**src/mpwgf_pkg.sv**
```systemverilog
// ----------------------------------------------------------------------------
// Minimum pulse width glitch filter package
// Shared widths, constants, payload structs and state types.
// ----------------------------------------------------------------------------
package mpwgf_pkg;

  localparam int unsigned COUNT_WIDTH_DEF = 16;
  localparam int unsigned MAX_MIN_RUN     = 64;
  localparam int unsigned MIN_RUN_W       = 7;
  localparam int unsigned STAT_W          = 16;
  localparam int unsigned AVG_W           = 24;
  localparam int unsigned FRAC_W          = 8;
  localparam int unsigned QUEUE_DEPTH     = 2;
  localparam int unsigned QPTR_W          = $clog2(QUEUE_DEPTH);
  localparam int unsigned QCNT_W          = $clog2(QUEUE_DEPTH + 1);

  localparam logic [MIN_RUN_W-1:0] MIN_RUN_RESET = MIN_RUN_W'(5);

  typedef struct packed {
    logic sample_bit;
    logic last_sample;
  } in_item_t;

  typedef struct packed {
    logic              out_bit;
    logic              out_last;
    logic              stream_done;
    logic [STAT_W-1:0] glitch_count;
    logic [STAT_W-1:0] replaced_count;
    logic [STAT_W-1:0] valid_run_count;
    logic [AVG_W-1:0]  average_run_x256;
    logic              no_valid_runs;
  } out_item_t;

  typedef struct packed {
    logic                 value;
    logic [MIN_RUN_W-1:0] count;
    logic                 tail_zero;
    logic                 last;
    logic [STAT_W-1:0]    glitch;
    logic [STAT_W-1:0]    replaced;
    logic [STAT_W-1:0]    valid_runs;
    logic [AVG_W-1:0]     average;
    logic                 no_valid;
  } cmd_t;

  typedef struct packed {
    logic full;
    logic empty;
  } q_status_t;

  typedef enum logic [0:0] {
    FE_RUN,
    FE_DIV
  } front_state_e;

endpackage

```
**src/mpwgf_div.sv**
```systemverilog
// ----------------------------------------------------------------------------
// Restoring divider
// Produces one quotient bit per cycle for the stream-end average.
// ----------------------------------------------------------------------------
module mpwgf_div #(
  parameter int unsigned CountWidth = mpwgf_pkg::COUNT_WIDTH_DEF
) (
  input  logic                                   clk_i,
  input  logic                                   rst_ni,
  input  logic                                   start_i,
  input  logic [CountWidth+mpwgf_pkg::FRAC_W-1:0] dividend_i,
  input  logic [CountWidth-1:0]                  divisor_i,
  output logic                                   busy_o,
  output logic [CountWidth+mpwgf_pkg::FRAC_W-1:0] quotient_o
);
  import mpwgf_pkg::*;

  localparam int unsigned DW     = CountWidth + FRAC_W;
  localparam int unsigned STEP_W = $clog2(DW + 1);

  logic                  busy_q;
  logic [STEP_W-1:0]     step_q;
  logic [CountWidth-1:0] rem_q;
  logic [DW-1:0]         quo_q;
  logic [CountWidth-1:0] dvs_q;
  logic [CountWidth:0]   trial;
  logic [CountWidth:0]   diff;
  logic                  ge;

  assign trial = {rem_q, quo_q[DW-1]};
  assign ge    = trial >= {1'b0, dvs_q};
  assign diff  = trial - {1'b0, dvs_q};

  always_ff @(posedge clk_i or negedge rst_ni) begin
    if (!rst_ni) begin
      busy_q <= 1'b0;
      step_q <= '0;
    end else if (start_i) begin
      busy_q <= 1'b1;
      step_q <= STEP_W'(DW);
    end else if (busy_q) begin
      step_q <= step_q - STEP_W'(1);
      if (step_q == STEP_W'(1)) begin
        busy_q <= 1'b0;
      end
    end
  end

  always_ff @(posedge clk_i) begin
    if (start_i) begin
      rem_q <= '0;
      quo_q <= dividend_i;
      dvs_q <= divisor_i;
    end else if (busy_q) begin
      rem_q <= ge ? diff[CountWidth-1:0] : trial[CountWidth-1:0];
      quo_q <= {quo_q[DW-2:0], ge};
    end
  end

  assign busy_o     = busy_q;
  assign quotient_o = quo_q;

endmodule

```
**src/mpwgf_front.sv**
```systemverilog
// ----------------------------------------------------------------------------
// Glitch filter front end
// Accepts samples, tracks the open run and statistics, and issues commands.
// ----------------------------------------------------------------------------
module mpwgf_front #(
  parameter int unsigned CountWidth = mpwgf_pkg::COUNT_WIDTH_DEF
) (
  input  logic                              clk_i,
  input  logic                              rst_ni,
  input  logic                              in_valid_i,
  output logic                              in_stall_o,
  input  mpwgf_pkg::in_item_t               in_data_i,
  input  logic                              cfg_valid_i,
  output logic                              cfg_ready_o,
  input  logic [mpwgf_pkg::MIN_RUN_W-1:0]   cfg_data_i,
  input  mpwgf_pkg::q_status_t              q_status_i,
  output logic                              push_o,
  output mpwgf_pkg::cmd_t                   cmd_o
);
  import mpwgf_pkg::*;

  localparam int unsigned DW = CountWidth + FRAC_W;
  localparam int unsigned QW = (DW > AVG_W) ? DW : AVG_W;

  function automatic logic [CountWidth-1:0] sat_add(input logic [CountWidth-1:0] a,
                                                    input logic [CountWidth-1:0] b);
    logic [CountWidth:0] s;
    s = {1'b0, a} + {1'b0, b};
    return s[CountWidth] ? {CountWidth{1'b1}} : s[CountWidth-1:0];
  endfunction

  front_state_e          state_q, state_d;
  logic [MIN_RUN_W-1:0]  min_run_q;
  logic [MIN_RUN_W-1:0]  pending_q, pending_d;
  logic                  confirmed_q, confirmed_d;
  logic [CountWidth-1:0] run_len_q, run_len_d;
  logic [CountWidth-1:0] glitch_q, glitch_n;
  logic [CountWidth-1:0] replaced_q, replaced_n;
  logic [CountWidth-1:0] vruns_q, vruns_n;
  logic [CountWidth-1:0] vsum_q, vsum_n;
  cmd_t                  cmd_q;
  cmd_t                  cmd_now;
  cmd_t                  cmd_end;
  cmd_t                  cmd_final;

  logic [MIN_RUN_W-1:0]  eff_min;
  logic [MIN_RUN_W-1:0]  pend_inc;
  logic [MIN_RUN_W-1:0]  pend_c;
  logic                  conf_c;
  logic [CountWidth-1:0] len_c;
  logic [MIN_RUN_W-1:0]  p1_count;
  logic [MIN_RUN_W-1:0]  cl_count;
  logic                  cl_value;
  logic                  do_close;
  logic                  add_valid;
  logic                  add_glitch;
  logic                  accept;
  logic                  div_start;
  logic                  div_busy;
  logic [DW-1:0]         quotient;
  logic [QW-1:0]         quo_ext;

  assign cfg_ready_o = 1'b1;
  assign accept      = in_valid_i && !in_stall_o;
  assign div_start   = accept && in_data_i.last_sample;

  always_comb begin
    if (min_run_q == '0) begin
      eff_min = MIN_RUN_W'(1);
    end else if (min_run_q > MIN_RUN_W'(MAX_MIN_RUN)) begin
      eff_min = MIN_RUN_W'(MAX_MIN_RUN);
    end else begin
      eff_min = min_run_q;
    end
  end

  always_comb begin
    pend_inc   = pending_q + MIN_RUN_W'(1);
    pend_c     = pending_q;
    conf_c     = confirmed_q;
    len_c      = run_len_q;
    p1_count   = '0;
    cl_count   = '0;
    cl_value   = 1'b0;
    add_valid  = 1'b0;
    add_glitch = 1'b0;
    if (in_data_i.sample_bit) begin
      len_c = sat_add(run_len_q, CountWidth'(1));
      if (confirmed_q) begin
        p1_count = MIN_RUN_W'(1);
      end else if (pend_inc >= eff_min) begin
        p1_count = pend_inc;
        pend_c   = '0;
        conf_c   = 1'b1;
      end else begin
        pend_c = pend_inc;
      end
    end
    do_close = !in_data_i.sample_bit || in_data_i.last_sample;
    if (do_close) begin
      if (conf_c) begin
        add_valid = 1'b1;
      end else if (pend_c != '0) begin
        cl_count = pend_c;
        if (pend_c >= eff_min) begin
          cl_value  = 1'b1;
          add_valid = 1'b1;
        end else begin
          add_glitch = 1'b1;
        end
      end
    end

    vruns_n    = add_valid ? sat_add(vruns_q, CountWidth'(1)) : vruns_q;
    vsum_n     = add_valid ? sat_add(vsum_q, len_c) : vsum_q;
    glitch_n   = add_glitch ? sat_add(glitch_q, CountWidth'(1)) : glitch_q;
    replaced_n = add_glitch ? sat_add(replaced_q, CountWidth'(pend_c)) : replaced_q;

    pending_d   = do_close ? '0 : pend_c;
    confirmed_d = do_close ? 1'b0 : conf_c;
    run_len_d   = do_close ? '0 : len_c;

    cmd_now           = '0;
    cmd_now.value     = (p1_count != '0) ? 1'b1 : cl_value;
    cmd_now.count     = (p1_count != '0) ? p1_count : cl_count;
    cmd_now.tail_zero = !in_data_i.sample_bit;
  end

  always_comb begin
    cmd_end            = cmd_now;
    cmd_end.last       = 1'b1;
    cmd_end.glitch     = STAT_W'(glitch_n);
    cmd_end.replaced   = STAT_W'(replaced_n);
    cmd_end.valid_runs = STAT_W'(vruns_n);
    cmd_end.no_valid   = (vruns_n == '0);
  end

  always_comb begin
    quo_ext           = QW'(quotient);
    cmd_final         = cmd_q;
    if (cmd_q.no_valid) begin
      cmd_final.average = '0;
    end else if (quo_ext > QW'({AVG_W{1'b1}})) begin
      cmd_final.average = {AVG_W{1'b1}};
    end else begin
      cmd_final.average = quo_ext[AVG_W-1:0];
    end
  end

  always_comb begin
    state_d    = state_q;
    in_stall_o = 1'b1;
    push_o     = 1'b0;
    cmd_o      = cmd_now;
    case (state_q)
      FE_RUN: begin
        in_stall_o = q_status_i.full;
        push_o     = accept && !in_data_i.last_sample &&
                     ((cmd_now.count != '0) || cmd_now.tail_zero);
        if (div_start) begin
          state_d = FE_DIV;
        end
      end
      FE_DIV: begin
        cmd_o = cmd_final;
        if (!div_busy && !q_status_i.full) begin
          push_o  = 1'b1;
          state_d = FE_RUN;
        end
      end
      default: begin
        state_d = FE_RUN;
      end
    endcase
  end

  always_ff @(posedge clk_i or negedge rst_ni) begin
    if (!rst_ni) begin
      state_q <= FE_RUN;
    end else begin
      state_q <= state_d;
    end
  end

  always_ff @(posedge clk_i or negedge rst_ni) begin
    if (!rst_ni) begin
      min_run_q   <= MIN_RUN_RESET;
      pending_q   <= '0;
      confirmed_q <= 1'b0;
      run_len_q   <= '0;
      glitch_q    <= '0;
      replaced_q  <= '0;
      vruns_q     <= '0;
      vsum_q      <= '0;
    end else begin
      if (cfg_valid_i && cfg_ready_o) begin
        min_run_q <= cfg_data_i;
      end
      if (accept) begin
        pending_q   <= pending_d;
        confirmed_q <= confirmed_d;
        run_len_q   <= run_len_d;
        if (in_data_i.last_sample) begin
          glitch_q   <= '0;
          replaced_q <= '0;
          vruns_q    <= '0;
          vsum_q     <= '0;
        end else begin
          glitch_q   <= glitch_n;
          replaced_q <= replaced_n;
          vruns_q    <= vruns_n;
          vsum_q     <= vsum_n;
        end
      end
    end
  end

  always_ff @(posedge clk_i) begin
    if (div_start) begin
      cmd_q <= cmd_end;
    end
  end

  mpwgf_div #(
    .CountWidth(CountWidth)
  ) u_div (
    .clk_i     (clk_i),
    .rst_ni    (rst_ni),
    .start_i   (div_start),
    .dividend_i({vsum_n, FRAC_W'(0)}),
    .divisor_i (vruns_n),
    .busy_o    (div_busy),
    .quotient_o(quotient)
  );

`ifndef ASSERT_OFF
  a_pending_bound: assert property (@(posedge clk_i) disable iff (!rst_ni)
    pending_q < MIN_RUN_W'(MAX_MIN_RUN))
    else $error("Held run is longer than the largest minimum.");

  a_confirmed_clear: assert property (@(posedge clk_i) disable iff (!rst_ni)
    confirmed_q |-> (pending_q == '0))
    else $error("Confirmed run still holds ones.");
`endif

endmodule

```
**src/mpwgf_queue.sv**
```systemverilog
// ----------------------------------------------------------------------------
// Command queue
// Short FIFO that decouples the front end from the output sequencer.
// ----------------------------------------------------------------------------
module mpwgf_queue (
  input  logic                 clk_i,
  input  logic                 rst_ni,
  input  logic                 push_i,
  input  mpwgf_pkg::cmd_t      data_i,
  input  logic                 pop_i,
  output mpwgf_pkg::cmd_t      data_o,
  output mpwgf_pkg::q_status_t status_o
);
  import mpwgf_pkg::*;

  cmd_t              mem_q [QUEUE_DEPTH];
  logic [QPTR_W-1:0] wr_ptr_q;
  logic [QPTR_W-1:0] rd_ptr_q;
  logic [QCNT_W-1:0] cnt_q;

  assign status_o.full  = (cnt_q == QCNT_W'(QUEUE_DEPTH));
  assign status_o.empty = (cnt_q == '0);
  assign data_o         = mem_q[rd_ptr_q];

  always_ff @(posedge clk_i or negedge rst_ni) begin
    if (!rst_ni) begin
      wr_ptr_q <= '0;
      rd_ptr_q <= '0;
      cnt_q    <= '0;
    end else begin
      if (push_i) begin
        wr_ptr_q <= wr_ptr_q + QPTR_W'(1);
      end
      if (pop_i) begin
        rd_ptr_q <= rd_ptr_q + QPTR_W'(1);
      end
      if (push_i && !pop_i) begin
        cnt_q <= cnt_q + QCNT_W'(1);
      end else if (pop_i && !push_i) begin
        cnt_q <= cnt_q - QCNT_W'(1);
      end
    end
  end

  always_ff @(posedge clk_i) begin
    if (push_i) begin
      mem_q[wr_ptr_q] <= data_i;
    end
  end

`ifndef ASSERT_OFF
  a_no_overflow: assert property (@(posedge clk_i) disable iff (!rst_ni)
    push_i |-> !status_o.full)
    else $error("Command pushed into a full queue.");

  a_no_underflow: assert property (@(posedge clk_i) disable iff (!rst_ni)
    pop_i |-> !status_o.empty)
    else $error("Command popped from an empty queue.");
`endif

endmodule

```
**src/mpwgf_back.sv**
```systemverilog
// ----------------------------------------------------------------------------
// Output sequencer
// Expands each command into result items through an output register.
// ----------------------------------------------------------------------------
module mpwgf_back (
  input  logic                 clk_i,
  input  logic                 rst_ni,
  input  mpwgf_pkg::cmd_t      cmd_i,
  input  mpwgf_pkg::q_status_t q_status_i,
  output logic                 pop_o,
  output logic                 out_valid_o,
  input  logic                 out_stall_i,
  output mpwgf_pkg::out_item_t out_data_o
);
  import mpwgf_pkg::*;

  logic [MIN_RUN_W-1:0] pos_q;
  logic [MIN_RUN_W-1:0] total;
  logic                 final_bit;
  logic                 load;
  logic                 done;
  logic                 out_valid_q;
  out_item_t            out_q;
  out_item_t            out_d;

  assign total     = cmd_i.count + MIN_RUN_W'(cmd_i.tail_zero);
  assign final_bit = (pos_q + MIN_RUN_W'(1)) == total;
  assign load      = !q_status_i.empty && (!out_valid_q || !out_stall_i);
  assign pop_o     = load && final_bit;
  assign done      = final_bit && cmd_i.last;

  always_comb begin
    out_d             = '0;
    out_d.out_bit     = (pos_q < cmd_i.count) ? cmd_i.value : 1'b0;
    out_d.out_last    = final_bit;
    out_d.stream_done = done;
    if (done) begin
      out_d.glitch_count     = cmd_i.glitch;
      out_d.replaced_count   = cmd_i.replaced;
      out_d.valid_run_count  = cmd_i.valid_runs;
      out_d.average_run_x256 = cmd_i.average;
      out_d.no_valid_runs    = cmd_i.no_valid;
    end
  end

  always_ff @(posedge clk_i or negedge rst_ni) begin
    if (!rst_ni) begin
      pos_q       <= '0;
      out_valid_q <= 1'b0;
    end else begin
      if (load) begin
        out_valid_q <= 1'b1;
        pos_q       <= final_bit ? '0 : pos_q + MIN_RUN_W'(1);
      end else if (!out_stall_i) begin
        out_valid_q <= 1'b0;
      end
    end
  end

  always_ff @(posedge clk_i) begin
    if (load) begin
      out_q <= out_d;
    end
  end

  assign out_valid_o = out_valid_q;
  assign out_data_o  = out_q;

`ifndef ASSERT_OFF
  a_pos_in_range: assert property (@(posedge clk_i) disable iff (!rst_ni)
    !q_status_i.empty |-> (pos_q < total))
    else $error("Result position runs past the queued command.");
`endif

endmodule

```
**src/min_pulse_width_glitch_filter.sv**
```systemverilog
// ----------------------------------------------------------------------------
// Minimum pulse width glitch filter: a sample is taken per cycle while the queue has room,
// except that a stream's final sample holds input until its average is divided and pushed.
// Results pass the queue and the output register and flow one per cycle unless stalled.
// Reset clears run state and statistics and sets min_run to 5; no clearing pass is needed.
// ----------------------------------------------------------------------------
module min_pulse_width_glitch_filter #(
  parameter int unsigned CountWidth = mpwgf_pkg::COUNT_WIDTH_DEF
) (
  input  logic                            clk_i,
  input  logic                            rst_ni,
  input  logic                            in_valid_i,
  output logic                            in_stall_o,
  input  mpwgf_pkg::in_item_t             in_data_i,
  output logic                            out_valid_o,
  input  logic                            out_stall_i,
  output mpwgf_pkg::out_item_t            out_data_o,
  input  logic                            cfg_valid_i,
  output logic                            cfg_ready_o,
  input  logic [mpwgf_pkg::MIN_RUN_W-1:0] cfg_data_i
);
  import mpwgf_pkg::*;

  logic      push;
  logic      pop;
  cmd_t      push_cmd;
  cmd_t      head_cmd;
  q_status_t q_status;

  mpwgf_front #(
    .CountWidth(CountWidth)
  ) u_front (
    .clk_i      (clk_i),
    .rst_ni     (rst_ni),
    .in_valid_i (in_valid_i),
    .in_stall_o (in_stall_o),
    .in_data_i  (in_data_i),
    .cfg_valid_i(cfg_valid_i),
    .cfg_ready_o(cfg_ready_o),
    .cfg_data_i (cfg_data_i),
    .q_status_i (q_status),
    .push_o     (push),
    .cmd_o      (push_cmd)
  );

  mpwgf_queue u_queue (
    .clk_i   (clk_i),
    .rst_ni  (rst_ni),
    .push_i  (push),
    .data_i  (push_cmd),
    .pop_i   (pop),
    .data_o  (head_cmd),
    .status_o(q_status)
  );

  mpwgf_back u_back (
    .clk_i      (clk_i),
    .rst_ni     (rst_ni),
    .cmd_i      (head_cmd),
    .q_status_i (q_status),
    .pop_o      (pop),
    .out_valid_o(out_valid_o),
    .out_stall_i(out_stall_i),
    .out_data_o (out_data_o)
  );

endmodule

```
**config.mk**
```make
export PLATFORM = sky130hd
export DESIGN_NAME = min_pulse_width_glitch_filter
export DESIGN_NICKNAME = d
export VERILOG_FILES = /design/src/mpwgf_pkg.sv /design/src/mpwgf_div.sv /design/src/mpwgf_front.sv /design/src/mpwgf_queue.sv /design/src/mpwgf_back.sv /design/src/min_pulse_width_glitch_filter.sv
export SDC_FILE = /design/constraint.sdc
export NUM_CORES = 1
export LEC_CHECK = 0
export BUFFER_PORTS_ARGS = -buffer_cell sky130_fd_sc_hd__buf_2
export CORE_AREA = 2 2 241 148
export DETAILED_ROUTE_END_ITERATION = 8
export DIE_AREA = 0 0 243 150
export MAX_ROUTING_LAYER = met4
export PLACE_DENSITY_LB_ADDON = 0.05
export SETUP_SLACK_MARGIN = 0.4
export SLEW_MARGIN = 15
export SYNTH_ARGS = -nofsm -noshare
export SYNTH_HDL_FRONTEND = slang
export SYNTH_SLANG_ARGS = --single-unit
```
**constraint.sdc**
```tcl
create_clock -name clk_i -period 14.3 [get_ports clk_i]
set_input_delay 2.145 -clock clk_i [delete_from_list [all_inputs] [get_ports clk_i]]
set_output_delay 2.145 -clock clk_i [all_outputs]
set_load 0.01 [all_outputs]
```
==> flow_summary_export.csv <==
group,metric,value,unit
worst_hold_path,min_path_type,"reg -> reg",
cells_and_area,drive_gt1_share,11.2,%
pwr,power_density,194,nW/um2
yosys,synth_flop_cell,"edfxtp_1",
yosys,yosys_warnings,0,
yosys,synth_top_family_by_area,"simple AND/OR/NAND/NOR gates",
cells_and_area,layout_common_cells,"edfxtp_1 (316), nor2_1 (178), nand2_1 (155)",
grt,grt_pass1_wl,78500,um
critical_path,cp.required,14.60,ns
floorplan,start_util,63.8,%
grt,grt_use_met2,40.1,%
floorplan,dieWidth,243,um
yosys,async_reset_ff_share,25.1,%
clock_network,postCtsSetupBuffers,0,
timing,period_needed,6.65,ns
yosys,yosysSeqAreaShare,58.5,%
route,via_count,15062,
timing,post-route-period-util,46.5,%
floorplan,die_area,36500,um2
route,vias_per_cell,6.14,
placed_design,dp_hpwl,32800,um
grt,antenna_found_initial,0,
critical_path,slowest_stage,"nand2_1",
timing,worstMarginPinSlew,0.973,ns
grt,grt_util_met1,43.3,%
cells_and_area,layout_commonest_cell,"edfxtp_1",
critical_path,startpoint_type,"flop",
yosys,synth_cells,1898,
clock_network,cts_tree,"built",
critical_path,crit_chain,"ha_1 > nand3_2 > o21a_1 > nor2_1 > inv_1 > ha_1 > nand2_1 > o21ai_1 > a21o_1 > nor2_1 > a22o_1 > ha_1 > nand2_1 > o21ai_1 > a31oi_1 > o21ai_0 > o2111ai_1 > nand2_1 > o211ai_1 > buf_4 > nand3b_1 > a22o_1",
yosys,ys_ff_latch,454,
timing,finalHoldViolations,0,
pwr,vdd_ir_drop_max,0.107,mV
status,outcome,"complete, no violations",
clock_network,cts_made_buffers,42,
timing,rsz0062_at_grt,"false",
clock_network,clk_path_buf_depth,3,
route,drc,0,
placed_design,io_buffer_count,91,
cells_and_area,fin_util,70.5,%
route,drt_wl_total,49100,um
grt,busiest_layer,"met1",
route,drt_first_pass_iters,7,
clock_network,h-tree-depth,2,
floorplan,num_io_pins,93,
placed_design,gp_congestion,0.958,
critical_path,worstPathArrival,6.95,ns
clock_network,cts_root_buffer,"clkbuf_16",
timing,fin_tns_setup,0,ns
cells_and_area,nNetsFinal,2040,
timing,skew,0.0179,ns
clock_network,cts.clk_slew.worst_paths,0.07,ns
timing,drv_slew,0,
clock_network,worstSkewPairLatency,0.56,ns
yosys,synth-xor-area-share,2.72,%
route,drtIter0Drc,1268,
clock_network,cts_resized,0,
route,ant_nets,0,
yosys,synthDistinctLibCells,86,
route,avgRoutedWirePerCell,20.0,um
floorplan,fp-row-count,53,
critical_path,path_delay_family,"compound AO/OA/AOI/OAI gates",
yosys,synthAdderAreaFrac,4.21,%
grt,first_global_vias,14331,
grt,grtUsageTotal,28.2,%
yosys,syn-num-nets,1984,
timing,setup_violations,0,
floorplan,core,34400,um2
yosys,synth_mux_area_share,5.48,%
timing,max_clock_freq,150,MHz
pwr,leakagePower,9.85,nW
yosys,syn-cell-area,21900,um2
clock_network,holdBufCountCts,0,
clock_network,cts.sinks,454,
yosys,synth_compound_area_share,12.7,%
critical_path,critPathMaxStageDelay,0.73,ns
floorplan,die_h,150,um
yosys,syn_avg_cell_area,11.5,um2
yosys,synth_simple_gate_area_share,13.4,%
critical_path,crit_path_end_kind,"flop",
critical_path,cp_max_fo,31,
cells_and_area,diodes,0,
cells_and_area,area_growth_syn_to_layout,10.5,%
grt,grt_max_degree,80,
critical_path,crit_type,"reg -> reg",
job,cap_viol_max_count,0,
yosys,synth_edf_count,316,
timing,slew_headroom,35.0,%
grt,gr-usage-met3,4.54,%
critical_path,cp_num_buf_inv,2,
grt,grt_overflow_total,0,
-- layout make-up --
cell class	count	area, um2
flip-flops and latches	454	12800
fillers	2453	10100
multi-input cells	1284	8490
clock buffers	57	1180
repair buffers	108	609
well taps	467	584
clock inverters	21	269
inverters	64	241
-- per-stage QoR --
stage                     std cells  area [um2]  worst slack, ns  power [mW]  hold slack [ns]
after floorplan                1898       21900             6.73        3.07            0.443
after global placement         2376       22700             7.69        3.46            0.456
after detailed placement       2376       22700             7.57        3.51            0.472
after CTS                      2454       24200             7.80        4.70            0.488
after global routing           2455       24200             7.09        4.96            0.528
final                          2455       24200             7.65        4.69            0.483
-- worst register-to-register path: cells and delay by family, from the launching register on --
family | cells | cell delay [ns]
AOI/OAI and AO/OA | 10 | 2.62
and+or+nand+nor | 7 | 1.66
DFF | 1 | 0.66
buffers and inverters | 2 | 0.37
adders and majority gates | 3 | 1.07
-- cell usage after synthesis (63+ instances only) --
master / n / area, um2
and2_1: 86 / 538
a21oi_1: 110 / 551
edfxtp_1: 316 / 9490
o21ai_0: 87 / 435
ha_1: 69 / 863
nand2_1: 157 / 589
nor2_1: 181 / 679
clkbuf_1: 73 / 274
inv_1: 63 / 236
mux2i_1: 97 / 971
dfrtp_1: 112 / 2800
-- registers in the layout, indices dropped and copies added, names as in the netlist, 16 cells and up --
signal / count
u_front.run_len_q: 16
u_front.u_div.quotient_o: 24
u_queue.mem_q: 166
u_front.cmd_final: 58
u_back.out_data_o: 76
u_front.u_div.rem_q: 16
u_front.glitch_q: 16
u_front.vruns_q: 16
u_front.vsum_q: 16
u_front.replaced_q: 16
-- final timing paths --
path	start	end	slack, ns	depth (start not counted)
min in group asynchronous	rst_ni	u_front.vsum_q[9]	1.57	1
max in group asynchronous	rst_ni	u_front.vruns_q[6]	11.55	2
setup / recovery	u_front.pending_q[0]	u_front.u_div.quotient_o[23]	7.65	22
hold reg to reg	u_front.u_div.rem_q[15]	u_front.u_div.rem_q[15]	0.48	1
setup reg to reg	u_front.pending_q[0]	u_front.u_div.quotient_o[23]	7.65	22
hold / removal	u_front.u_div.rem_q[15]	u_front.u_div.rem_q[15]	0.48	1
-- logic make-up after synthesis --
family | Yosys count
adders and majority gates | 72
and+or+nand+nor | 609
AOI/OAI and AO/OA | 417
xor gates and xnor gates | 68
muxes | 117
other | 1
DFF | 454
buffers and inverters | 160
-- metal layers --
layer  vias to the layer above  part of all wire, %
met5                         -                    0
met4                         0                  1.3
li1                       7069                    -
met2                       515                   43
met3                        59                  6.7
met1                      7419                   49
-- report_power, final --
group / switching, mW / total (mW) / internal (mW)
logic: 0.945 / 1.50 / 0.560
registers: 0.197 / 2.00 / 1.80
clock network: 0.489 / 1.18 / 0.692
No activity file was read; power rests on OpenSTA's default activity.
